**src/slpd_pkg.sv**
```systemverilog
// Shared types and constants for the sync/length packet deframer.
// Holds the result item layout and the configuration register indexes.
// No dependencies.
package slpd_pkg;

    localparam int unsigned BYTE_W     = 8;
    localparam int unsigned CFG_IDX_W  = 2;

    // Header length: two sync bytes and one length byte
    localparam logic [BYTE_W-1:0] HEADER_BYTES = 8'd3;

    // Configuration register indexes
    localparam logic [CFG_IDX_W-1:0] CFG_SYNC_FIRST  = 2'd0;
    localparam logic [CFG_IDX_W-1:0] CFG_SYNC_SECOND = 2'd1;
    localparam logic [CFG_IDX_W-1:0] CFG_MAX_LENGTH  = 2'd2;

    // Register reset values
    localparam logic [BYTE_W-1:0] SYNC_FIRST_RST  = 8'd0;
    localparam logic [BYTE_W-1:0] SYNC_SECOND_RST = 8'd0;
    localparam logic [BYTE_W-1:0] MAX_LENGTH_RST  = 8'd255;

    // One result item
    typedef struct packed {
        logic [BYTE_W-1:0] packet_byte;
        logic [BYTE_W-1:0] byte_index;
        logic [BYTE_W-1:0] packet_length;
        logic              last;
    } slpd_result_t;

    // Input register contents handed to the frame logic
    typedef struct packed {
        logic              valid;
        logic [BYTE_W-1:0] data;
    } slpd_in_t;

    // Result handed from the frame logic to the output register
    typedef struct packed {
        logic         valid;
        slpd_result_t res;
    } slpd_res_t;

endpackage

```
**src/slpd_in_stage.sv**
```systemverilog
// Input register of the deframer: captures one received byte per item.
// Depends on slpd_pkg for the byte width and the input struct.
module slpd_in_stage
    import slpd_pkg::*;
(
    input  logic              clk,
    input  logic              rst_n,
    input  logic              in_valid,
    output logic              in_ready,
    input  logic [BYTE_W-1:0] rx_byte,
    input  logic              consume,
    output slpd_in_t          held
);

    logic              valid_reg;
    logic              valid_next;
    logic [BYTE_W-1:0] data_reg;
    logic              accept;

    // Take a new item when empty or when the held one leaves this cycle
    assign in_ready   = !valid_reg || consume;
    assign accept     = in_valid && in_ready;
    assign valid_next = accept || (valid_reg && !consume);

    // Hold the valid flag
    always_ff @(posedge clk or negedge rst_n)
    begin
        if (!rst_n)
        begin
            valid_reg <= 1'b0;
        end
        else
        begin
            valid_reg <= valid_next;
        end
    end

    // Capture the byte
    always_ff @(posedge clk)
    begin
        if (accept)
        begin
            data_reg <= rx_byte;
        end
    end

    assign held.valid = valid_reg;
    assign held.data  = data_reg;

endmodule

```
**src/slpd_frame.sv**
```systemverilog
// Frame tracking for the deframer: configuration registers, sync hunt,
// length check, header emission one byte at a time and body indexing.
// Depends on slpd_pkg for the result and input structs.
module slpd_frame
    import slpd_pkg::*;
(
    input  logic                 clk,
    input  logic                 rst_n,
    input  logic                 cfg_we,
    input  logic [CFG_IDX_W-1:0] cfg_index,
    input  logic [BYTE_W-1:0]    cfg_data,
    input  slpd_in_t             held,
    input  logic                 out_free,
    output logic                 consume,
    output slpd_res_t            result
);

    typedef enum logic [1:0] {
        PH_HUNT,
        PH_GOT_FIRST,
        PH_GET_LENGTH,
        PH_BODY
    } phase_t;

    phase_t            phase_reg, phase_next;
    logic [BYTE_W-1:0] cur_len_reg, cur_len_next;
    logic [BYTE_W-1:0] next_idx_reg, next_idx_next;
    logic [1:0]        hdr_cnt_reg, hdr_cnt_next;
    logic [BYTE_W-1:0] sync_first_reg;
    logic [BYTE_W-1:0] sync_second_reg;
    logic [BYTE_W-1:0] max_len_reg;

    logic              bad_len;
    logic              body_fin;
    logic [BYTE_W:0]   idx_plus1;

    // Write configuration registers
    always_ff @(posedge clk or negedge rst_n)
    begin
        if (!rst_n)
        begin
            sync_first_reg  <= SYNC_FIRST_RST;
            sync_second_reg <= SYNC_SECOND_RST;
            max_len_reg     <= MAX_LENGTH_RST;
        end
        else if (cfg_we)
        begin
            case (cfg_index)
                CFG_SYNC_FIRST:  sync_first_reg  <= cfg_data;
                CFG_SYNC_SECOND: sync_second_reg <= cfg_data;
                CFG_MAX_LENGTH:  max_len_reg     <= cfg_data;
                default:         ;
            endcase
        end
    end

    assign bad_len   = (held.data < HEADER_BYTES) || (held.data > max_len_reg);
    assign idx_plus1 = {1'b0, next_idx_reg} + {{BYTE_W{1'b0}}, 1'b1};
    assign body_fin  = idx_plus1 >= {1'b0, cur_len_reg};

    // Decode the held byte against the frame phase
    always_comb
    begin
        phase_next    = phase_reg;
        cur_len_next  = cur_len_reg;
        next_idx_next = next_idx_reg;
        hdr_cnt_next  = hdr_cnt_reg;
        consume       = 1'b0;
        result        = '0;

        case (phase_reg)
            PH_HUNT:
            begin
                consume = held.valid;
                if (held.valid && (held.data == sync_first_reg))
                begin
                    phase_next = PH_GOT_FIRST;
                end
            end
            PH_GOT_FIRST:
            begin
                consume = held.valid;
                if (held.valid)
                begin
                    if (held.data == sync_second_reg)
                    begin
                        phase_next = PH_GET_LENGTH;
                    end
                    else if (held.data != sync_first_reg)
                    begin
                        phase_next = PH_HUNT;
                    end
                end
            end
            PH_GET_LENGTH:
            begin
                if (held.valid && bad_len)
                begin
                    // Drop the candidate, no results
                    consume    = 1'b1;
                    phase_next = PH_HUNT;
                end
                else if (held.valid && out_free)
                begin
                    // Emit one header byte per cycle while the output slot is free
                    result.valid             = 1'b1;
                    result.res.byte_index    = {{(BYTE_W-2){1'b0}}, hdr_cnt_reg};
                    result.res.packet_length = held.data;
                    case (hdr_cnt_reg)
                        2'd0:    result.res.packet_byte = sync_first_reg;
                        2'd1:    result.res.packet_byte = sync_second_reg;
                        default: result.res.packet_byte = held.data;
                    endcase
                    if (hdr_cnt_reg == 2'd2)
                    begin
                        consume         = 1'b1;
                        hdr_cnt_next    = 2'd0;
                        cur_len_next    = held.data;
                        result.res.last = (held.data == HEADER_BYTES);
                        if (held.data == HEADER_BYTES)
                        begin
                            phase_next    = PH_HUNT;
                            next_idx_next = '0;
                        end
                        else
                        begin
                            phase_next    = PH_BODY;
                            next_idx_next = HEADER_BYTES;
                        end
                    end
                    else
                    begin
                        hdr_cnt_next = hdr_cnt_reg + 2'd1;
                    end
                end
            end
            default:
            begin
                if (held.valid && out_free)
                begin
                    // Emit one body byte and advance the index
                    consume                  = 1'b1;
                    result.valid             = 1'b1;
                    result.res.packet_byte   = held.data;
                    result.res.byte_index    = next_idx_reg;
                    result.res.packet_length = cur_len_reg;
                    result.res.last          = body_fin;
                    if (body_fin)
                    begin
                        phase_next    = PH_HUNT;
                        next_idx_next = '0;
                    end
                    else
                    begin
                        next_idx_next = idx_plus1[BYTE_W-1:0];
                    end
                end
            end
        endcase
    end

    // Hold frame state
    always_ff @(posedge clk or negedge rst_n)
    begin
        if (!rst_n)
        begin
            phase_reg    <= PH_HUNT;
            cur_len_reg  <= '0;
            next_idx_reg <= '0;
            hdr_cnt_reg  <= 2'd0;
        end
        else
        begin
            phase_reg    <= phase_next;
            cur_len_reg  <= cur_len_next;
            next_idx_reg <= next_idx_next;
            hdr_cnt_reg  <= hdr_cnt_next;
        end
    end

endmodule

```
**src/slpd_out_stage.sv**
```systemverilog
// Output register of the deframer: holds one result item until taken.
// Depends on slpd_pkg for the result structs.
module slpd_out_stage
    import slpd_pkg::*;
(
    input  logic         clk,
    input  logic         rst_n,
    input  slpd_res_t    result,
    output logic         out_free,
    output logic         out_valid,
    input  logic         out_ready,
    output slpd_result_t out_res
);

    logic         valid_reg;
    logic         valid_next;
    slpd_result_t res_reg;

    // Slot is free when empty or when the held item leaves this cycle
    assign out_free   = !valid_reg || out_ready;
    assign valid_next = result.valid || (valid_reg && !out_ready);

    // Hold the valid flag
    always_ff @(posedge clk or negedge rst_n)
    begin
        if (!rst_n)
        begin
            valid_reg <= 1'b0;
        end
        else
        begin
            valid_reg <= valid_next;
        end
    end

    // Load a new result
    always_ff @(posedge clk)
    begin
        if (result.valid)
        begin
            res_reg <= result.res;
        end
    end

    assign out_valid = valid_reg;
    assign out_res   = res_reg;

endmodule

```
**src/sync_length_packet_deframer_top.sv**
```systemverilog
// Top level of the sync/length packet deframer.
// Instantiates slpd_in_stage, slpd_frame and slpd_out_stage; uses slpd_pkg.
//
// Usage:
//   Input channel (in_valid/in_ready, rx_byte) takes one received byte per
//   item. Output channel (out_valid/out_ready) delivers packet bytes with
//   byte_index, packet_length and last. Registers are written through
//   cfg_we/cfg_index/cfg_data: 0 sync_first, 1 sync_second,
//   2 max_packet_length; index 3 is ignored.
//   Each byte passes through the input register and the frame logic, and
//   each result is held in the output register. Throughput is one byte per
//   cycle while the receiver keeps up; a valid length byte occupies the
//   frame stage while the sync bytes and the length byte are sent one per
//   cycle through the single output register. Sync, hunt and rejected length
//   bytes produce no result and are consumed without needing the output slot.
//   Reset clears both pipeline registers, returns to hunting for the first
//   sync byte and loads the register defaults (0, 0, 255).
//   When the receiver stalls, the output item holds, the frame stage holds
//   a header or body byte, and in_ready drops once the input register is full.
module sync_length_packet_deframer_top
    import slpd_pkg::*;
(
    input  logic                 clk,
    input  logic                 rst_n,
    input  logic                 cfg_we,
    input  logic [CFG_IDX_W-1:0] cfg_index,
    input  logic [BYTE_W-1:0]    cfg_data,
    input  logic                 in_valid,
    output logic                 in_ready,
    input  logic [BYTE_W-1:0]    rx_byte,
    output logic                 out_valid,
    input  logic                 out_ready,
    output logic [BYTE_W-1:0]    packet_byte,
    output logic [BYTE_W-1:0]    byte_index,
    output logic [BYTE_W-1:0]    packet_length,
    output logic                 last
);

    slpd_in_t     held;
    slpd_res_t    result;
    slpd_result_t out_res;
    logic         consume;
    logic         out_free;

    slpd_in_stage u_in (
        .clk      (clk),
        .rst_n    (rst_n),
        .in_valid (in_valid),
        .in_ready (in_ready),
        .rx_byte  (rx_byte),
        .consume  (consume),
        .held     (held)
    );

    slpd_frame u_frame (
        .clk       (clk),
        .rst_n     (rst_n),
        .cfg_we    (cfg_we),
        .cfg_index (cfg_index),
        .cfg_data  (cfg_data),
        .held      (held),
        .out_free  (out_free),
        .consume   (consume),
        .result    (result)
    );

    slpd_out_stage u_out (
        .clk       (clk),
        .rst_n     (rst_n),
        .result    (result),
        .out_free  (out_free),
        .out_valid (out_valid),
        .out_ready (out_ready),
        .out_res   (out_res)
    );

    assign packet_byte   = out_res.packet_byte;
    assign byte_index    = out_res.byte_index;
    assign packet_length = out_res.packet_length;
    assign last          = out_res.last;

endmodule

```
**config.mk**
```make
export PLATFORM = sky130hd
export DESIGN_NAME = sync_length_packet_deframer_top
export DESIGN_NICKNAME = d
export VERILOG_FILES = /design/src/slpd_pkg.sv /design/src/slpd_in_stage.sv /design/src/slpd_frame.sv /design/src/slpd_out_stage.sv /design/src/sync_length_packet_deframer_top.sv
export SDC_FILE = /design/constraint.sdc
export NUM_CORES = 1
export LEC_CHECK = 0
export BUFFER_PORTS_ARGS = -buffer_cell sky130_fd_sc_hd__buf_2
export CORE_ASPECT_RATIO = 1.25
export CORE_MARGIN = 5
export CORE_UTILIZATION = 55
export CTS_BUF_LIST = sky130_fd_sc_hd__clkbuf_8
export CTS_CLUSTER_DIAMETER = 40
export CTS_CLUSTER_SIZE = 8
export DETAILED_ROUTE_END_ITERATION = 10
export PLACE_DENSITY = 0.8
export SYNTH_ARGS = -nofsm -noshare
export SYNTH_HDL_FRONTEND = slang
export SYNTH_HIERARCHICAL = 1
export SYNTH_SLANG_ARGS = --single-unit
```
**constraint.sdc**
```tcl
create_clock -name clk -period 6.3 [get_ports clk]
set_input_delay 0 -clock clk [delete_from_list [all_inputs] [get_ports clk]]
set_output_delay 0 -clock clk [all_outputs]
set_load 0.02 [all_outputs]
```
# ---- Word level (Yosys, flattened, before mapping)
# Cells that the tools add are included.
dict set report totals {
  reg_bits 79
  input_bits 23
  output_inout_bits 27
  wordCells 96
}
dict set report classes {
  add_sub_neg 2
  n_lt_le_gt_ge 3
  eq_ne 17
  muxes 30
  bitwise 2
  reduce_logical 28
}
# op n
set ops {}
lappend ops {{$mux 26} 3}
lappend ops {{$pmux 26 s2} 1}
lappend ops {{$mux 8} 5}
lappend ops {{$pmux 8 s2} 2}
lappend ops {{$mux 2} 12}
lappend ops {{$eq 8x8->1} 2}
lappend ops {{$add 8x1->9 const B} 1}
lappend ops {{$ge 9x8->1} 1}
lappend ops {{$ne 3x1->1 const B} 3}
lappend ops {{$eq 8x2->1 const B} 1}
lappend ops {{$gt 8x8->1} 1}
lappend ops {{$lt 8x2->1 const B} 1}
lappend ops {{$ne 8x8->1} 1}
lappend ops {{$reduce_and 4->1} 2}
lappend ops {{$reduce_bool 4->1} 2}
lappend ops {{$reduce_and 7->1} 1}
lappend ops {{$eq 2x1->1 const B} 3}
lappend ops {{$eq 2x2->1 const B} 3}
lappend ops {{$logic_and 1x1->1} 6}
lappend ops {{$logic_not 2->1} 3}
lappend ops {{$pmux 2 s3} 1}
lappend ops {{$reduce_and 2->1} 3}
lappend ops {{$logic_or 1x1->1} 5}
lappend ops {{$mux 1} 5}
lappend ops {{other kinds (8)} 14}

# ---- Logic depth before layout (Yosys ltp)
dict set report depth {
  depth_word 9
  mapped_depth 12
}

# ---- Cells and area by module
# The synthesis kept the hierarchy.
# module n_inst cells_each area_per_inst_um2 seq_area_each_um2
set by_module_without_submodules {}
lappend by_module_without_submodules {slpd_frame 1 318 3103.0 1111.1}
lappend by_module_without_submodules {slpd_out_stage 1 28 798.3 775.7}
lappend by_module_without_submodules {slpd_in_stage 1 13 301.5 265.3}

# ---- Worst setup path before layout
# OpenSTA, ideal clock, no wires.
dict set report synth_timing {
  path_kind {reg2reg}
  from {register u_frame.next_idx_reg[0]}
  to {register u_frame.next_idx_reg[0]}
  setup_ps 64
  t_arrival_ps 2562
  required_ps 6236
  setup_slack_ps 3674
  path_stages_with_launch 12
  period_less_slack_ps 2626
  cell_sequence {dfrtp_1 > ha_1 > nand3_1 > nor2_1 > xor2_1 > ha_1 > and3_1 > a221oi_1 > a21boi_2 > nand3_1 > o21ai_0 > mux2_4}
}
dict set report synth_via {
  elab_chain_cells 5
}
# element line
set synth_lines {}
lappend synth_lines {{from (decl)} slpd_frame.sv:27} ;# logic [BYTE_W-1:0] next_idx_reg, next_idx_next;
lappend synth_lines {{from (signal assigned)} slpd_frame.sv:176} ;# next_idx_reg <= next_idx_next;
lappend synth_lines {{$add 8x1->9 (*)} slpd_frame.sv:58} ;# assign idx_plus1 = {1'b0, next_idx_reg} + {{BYTE_W{1'b0}}, 1'b1};
lappend synth_lines {{$ge 9x8->1} slpd_frame.sv:59} ;# assign body_fin = idx_plus1 >= {1'b0, cur_len_reg};
lappend synth_lines {{$mux 8 (*)} slpd_frame.sv:148} ;# if (body_fin)
lappend synth_lines {{$mux 8 (*)} slpd_frame.sv:139} ;# if (held.valid && out_free)
lappend synth_lines {{$pmux 8 s2 (*)} slpd_frame.sv:71} ;# case (phase_reg)
# Every way passes the cells marked *; elsewhere a longest branch is shown, timed or not. The select of a mux whose other input is x is not followed.
# A chain may end at the register's enable or synchronous reset.

# ---- Final worst setup path
dict set report layout_timing {
  from {register u_in.data_reg[0]}
  to {register u_frame.cur_len_reg[0]}
}
dict set report layout_via {
  elab_chain_cells 5
  elab_cells_between_ends 6
  classes_between {2 x order compare; 1 x bitwise; 3 x reduce/logical}
}
# element line
set layout_lines {}
lappend layout_lines {{from (decl)} slpd_in_stage.sv:17} ;# logic [BYTE_W-1:0] data_reg;
lappend layout_lines {{from (signal assigned)} slpd_in_stage.sv:43} ;# data_reg <= rx_byte;
lappend layout_lines {{$lt 8x2->1 or $gt 8x8->1 (tied branches)} slpd_frame.sv:57} ;# assign bad_len = (held.data < HEADER_BYTES) || (held.data > max_len_reg);
lappend layout_lines {{$logic_or 1x1->1} slpd_frame.sv:57}
lappend layout_lines {{$logic_and 1x1->1} slpd_frame.sv:97} ;# if (held.valid && bad_len)
lappend layout_lines {{$not 1->1 (no line)} -}
lappend layout_lines {{$reduce_and 4->1 (no line)} -}
lappend layout_lines {{to (signal assigned)} slpd_frame.sv:175} ;# cur_len_reg <= cur_len_next;
lappend layout_lines {{to (decl)} slpd_frame.sv:26} ;# logic [BYTE_W-1:0] cur_len_reg, cur_len_next;
# Several ways; a longest one is shown, not always the timed one.

==> reports/results.tsv <==
metric	value	unit
drt_first_iter_violations	225	
comb_power_share	40.8	%
path_max_fanout	16	
setup_viol	0	
cts.hold.buffers_added	19	
num_io_pins	50	
grt_first_pass_wirelength	15000	um
final_core_utilization	65.5	%
crit-reg2reg-capture	u_frame/cur_len_reg[0]	
worst_ep_required_time	6.55	ns
drt_drc_violations_left	0	
detailed_place_hpwl	6370	um
min_period_over_period	50.7	%
power.switching	0.889	mW
timing.critical_path.slowest_stage_cell	sky130_fd_sc_hd__nor4_4	
sequentialPowerShare	42.2	%
cts.reportedPaths.clkPinSlew	0.08	ns
min_to	u_frame/sync_first_reg[0]	
final_nets	460	
timing.clock.skew	0.00935	ns
antenna_found_initial	0	
core-area	0.00740	sq mm
cts.htree.levels	3	
rsz0062_at_grt	false	
avgViaCountPerCell	5.82	
synth_cell_type_count	57	
status	completed	
number_of_hold_slack_violations_in_the_final_timing_report	0	
number_of_logic_stages_on_the_critical_path_including_buffering	8	
switching_share	40.1	%
max_cap_violations	0	
cts-resized-gates	0	
clock_insertion_delay_worst_skew	0.36	ns
largest_register_ffs	25	
ffs_latches_synth	79	
area_growth_syn_to_layout	15.3	%
timing.rr.start	u_in/data_reg[0]	
synth-edff-count	33	
fin_crit	3.20	ns
net_count_after_synthesis	399	
int_power	1.33	mW
timing.critical_path.from	u_in/data_reg[0]	
antenna_violating_nets_post_route	0	
routabilityCongestion	0.942	
reg2reg_slack	3.10	ns
postSynthAreaPerCell	11.7	sq um
start_util	56.8	%
tightest_slew	1.04	ns
synth_area	0.00420	sq mm
fin_total_pwr	2.21	mW
numCtsBuffers	9	
critical_path.n_buffers_inverters	1	
synth_warnings	6	
synth_area_leader_cell	sky130_fd_sc_hd__edfxtp_1	
timing.slew.headroom	30.7	%
synth_flop_cell	sky130_fd_sc_hd__dfrtp_1	
tritoncts	yes	
detail_route.wl_per_cell	17.5	um
power.density	457	mW/mm^2
post-cts-setup-buffers	0	
tns	0	ns
hp-start	cfg_index[1]	
clk_path_buf_depth	2	
grt_max_degree	47	
power.static_leakage	2.09	nW
route.vias.total	3011	
maxClockFrequency	0.313	GHz
worst_path_cell_chain	inv_1, ha_1, nand4_1, nor2_1, o21ai_2, nor4_4, and2_1, mux2_4	
synth-seq-area-share	51.2	%
number_of_antenna_diodes	0	
post_syn_instances	359	
worst_r2r_path_depth	8	
hold_class	in2reg	
critical_path.endpoint_type	flip-flop	
port_buffers	49	
crit_type	reg2reg	
die_y	108	um
finalWirelength	9060	um
worstHoldPathCells	3	
horizontal_extent_of_the_die	88.2	um
layout-drive-gt1-share	28.2	%
clockRootBuffer	sky130_fd_sc_hd__clkbuf_8	
postSynth.asyncResetShare	58.2	%
row_count	35	
synth_top_cell_area_share	23.6	%
grt_overflow	0	
vias_in_the_first_global_route	3047	
kind_of_start_point_of_the_critical_path	flip-flop	
timing.critical_path.arrival	3.44	ns
cpLargestDelayFamily	simple AND/OR/NAND/NOR gates	
critical-path-max-stage-delay	0.69	ns
detail_route.first_pass.iterations	5	
slew_viol_final	0	
track_usage	20.8	%
vdd_ir_drop_max	241	uV
tritoncts_num_sinks	79	
dieArea	0.00950	sq mm
top_cells_by_area_in_the_synthesized_netlist	sky130_fd_sc_hd__edfxtp_1 (24%), sky130_fd_sc_hd__dfrtp_1 (23%), sky130_fd_sc_hd__mux2_2 (6.7%)	
clockPowerShare	17.0	%
[power by group through the flow]
stage | clock (mW) | sequential (mW) | combinational [mW]
2_1_floorplan | 0 | 0.961 | 0.623
3_3_place_gp | 0 | 0.933 | 0.863
3_5_place_dp | 0 | 0.944 | 0.889
4_1_cts | 0.385 | 0.932 | 0.903
5_1_grt | 0.408 | 0.957 | 0.991
6_report | 0.377 | 0.934 | 0.903
[logic make-up after synthesis]
| logic type | count (synthesis) | share of synthesized area (%) |
|---|---|---|
| simple gates | 95 | 12.9 |
| flops | 79 | 51.2 |
| compound gates | 70 | 11.8 |
| buf+inv | 38 | 4.38 |
| mux | 38 | 10.1 |
| xor+xnor | 22 | 4.58 |
| fa+ha+maj | 17 | 5.06 |
[worst reg2reg max path: stages (launching register included)]
cell,delay [ns]
sky130_fd_sc_hd__edfxtp_1,0.58
sky130_fd_sc_hd__inv_1,0.09
sky130_fd_sc_hd__ha_1,0.29
sky130_fd_sc_hd__nand4_1,0.14
sky130_fd_sc_hd__nor2_1,0.20
sky130_fd_sc_hd__o21ai_2,0.11
sky130_fd_sc_hd__nor4_4,0.69
sky130_fd_sc_hd__and2_1,0.63
sky130_fd_sc_hd__mux2_4,0.35
[cells in the final DEF (no fill, tap or decap), types with 4 or more instances in the layout]
| cell | count |
|---|---|
| sky130_fd_sc_hd__o21ai_2 | 4 |
| sky130_fd_sc_hd__a21o_1 | 5 |
| sky130_fd_sc_hd__o21ai_1 | 7 |
| sky130_fd_sc_hd__xnor2_1 | 18 |
| sky130_fd_sc_hd__mux2_2 | 25 |
| sky130_fd_sc_hd__nand2b_1 | 4 |
| sky130_fd_sc_hd__nor2b_1 | 5 |
| sky130_fd_sc_hd__clkbuf_8 | 10 |
| sky130_fd_sc_hd__a22o_1 | 10 |
| sky130_fd_sc_hd__edfxtp_1 | 33 |
| sky130_fd_sc_hd__dlygate4sd3_1 | 19 |
| sky130_fd_sc_hd__dfstp_2 | 8 |
| sky130_fd_sc_hd__nand2_1 | 31 |
| sky130_fd_sc_hd__nand4_1 | 11 |
| sky130_fd_sc_hd__o21ai_0 | 17 |
| sky130_fd_sc_hd__xor2_1 | 4 |
| sky130_fd_sc_hd__buf_2 | 49 |
| sky130_fd_sc_hd__nand3_1 | 5 |
| sky130_fd_sc_hd__dfrtp_1 | 38 |
| sky130_fd_sc_hd__nor2_1 | 14 |
| sky130_fd_sc_hd__inv_1 | 19 |
| sky130_fd_sc_hd__ha_1 | 17 |
| sky130_fd_sc_hd__mux2i_1 | 10 |
| sky130_fd_sc_hd__a21oi_1 | 10 |
| sky130_fd_sc_hd__and2_1 | 7 |
[synthesized netlist by cell type (11+ instances only)]
| cell | n |
|---|---|
| sky130_fd_sc_hd__dfrtp_1 | 38 |
| sky130_fd_sc_hd__edfxtp_1 | 33 |
| sky130_fd_sc_hd__nand2_1 | 31 |
| sky130_fd_sc_hd__mux2_2 | 25 |
| sky130_fd_sc_hd__inv_1 | 18 |
| sky130_fd_sc_hd__xnor2_1 | 18 |
| sky130_fd_sc_hd__ha_1 | 17 |
| sky130_fd_sc_hd__o21ai_0 | 17 |
| sky130_fd_sc_hd__nor2_1 | 14 |
| sky130_fd_sc_hd__buf_2 | 12 |
| sky130_fd_sc_hd__nand4_1 | 11 |
[worst max path at each step]
stage                                    endpoint
after global placement     u_frame/cur_len_reg[0]
after global routing       u_frame/cur_len_reg[0]
final                      u_frame/cur_len_reg[0]
after detailed placement   u_frame/cur_len_reg[0]
after floorplan           u_frame/next_idx_reg[0]
after CTS                  u_frame/cur_len_reg[0]
[per-stage QoR]
step                      cell area, sq um  std cells  hold WS [ns]  setup slack, ns
after floorplan                       4200        359        -0.296             3.67
after global placement                4460        482         0.179             3.26
after detailed placement              4460        482         0.178             3.16
after CTS                             4850        517         0.108             3.15
after global routing                  4850        517         0.125             2.89
final                                 4850        517         0.117             3.10
[final cells by class]
class | instances | area [sq um]
multi-input cells | 242 | 1870
repair buffers | 69 | 443
well taps | 92 | 115
fillers | 555 | 2550
clock buffers | 10 | 138
clock inverters | 6 | 60.1
flip-flops and latches | 79 | 2150
inverters | 19 | 71.3
[layer usage]
metal | track usage [%] | vias up | wire (um)
met2 | 34.5 | 124 | 4690
met1 | 25.5 | 1456 | 3570
met5 | 0 | - | 0
met3 | 4.44 | 20 | 560
li1 | - | 1411 | -
met4 | 9.83 | 0 | 243
Power figures use the tool's default switching activity.
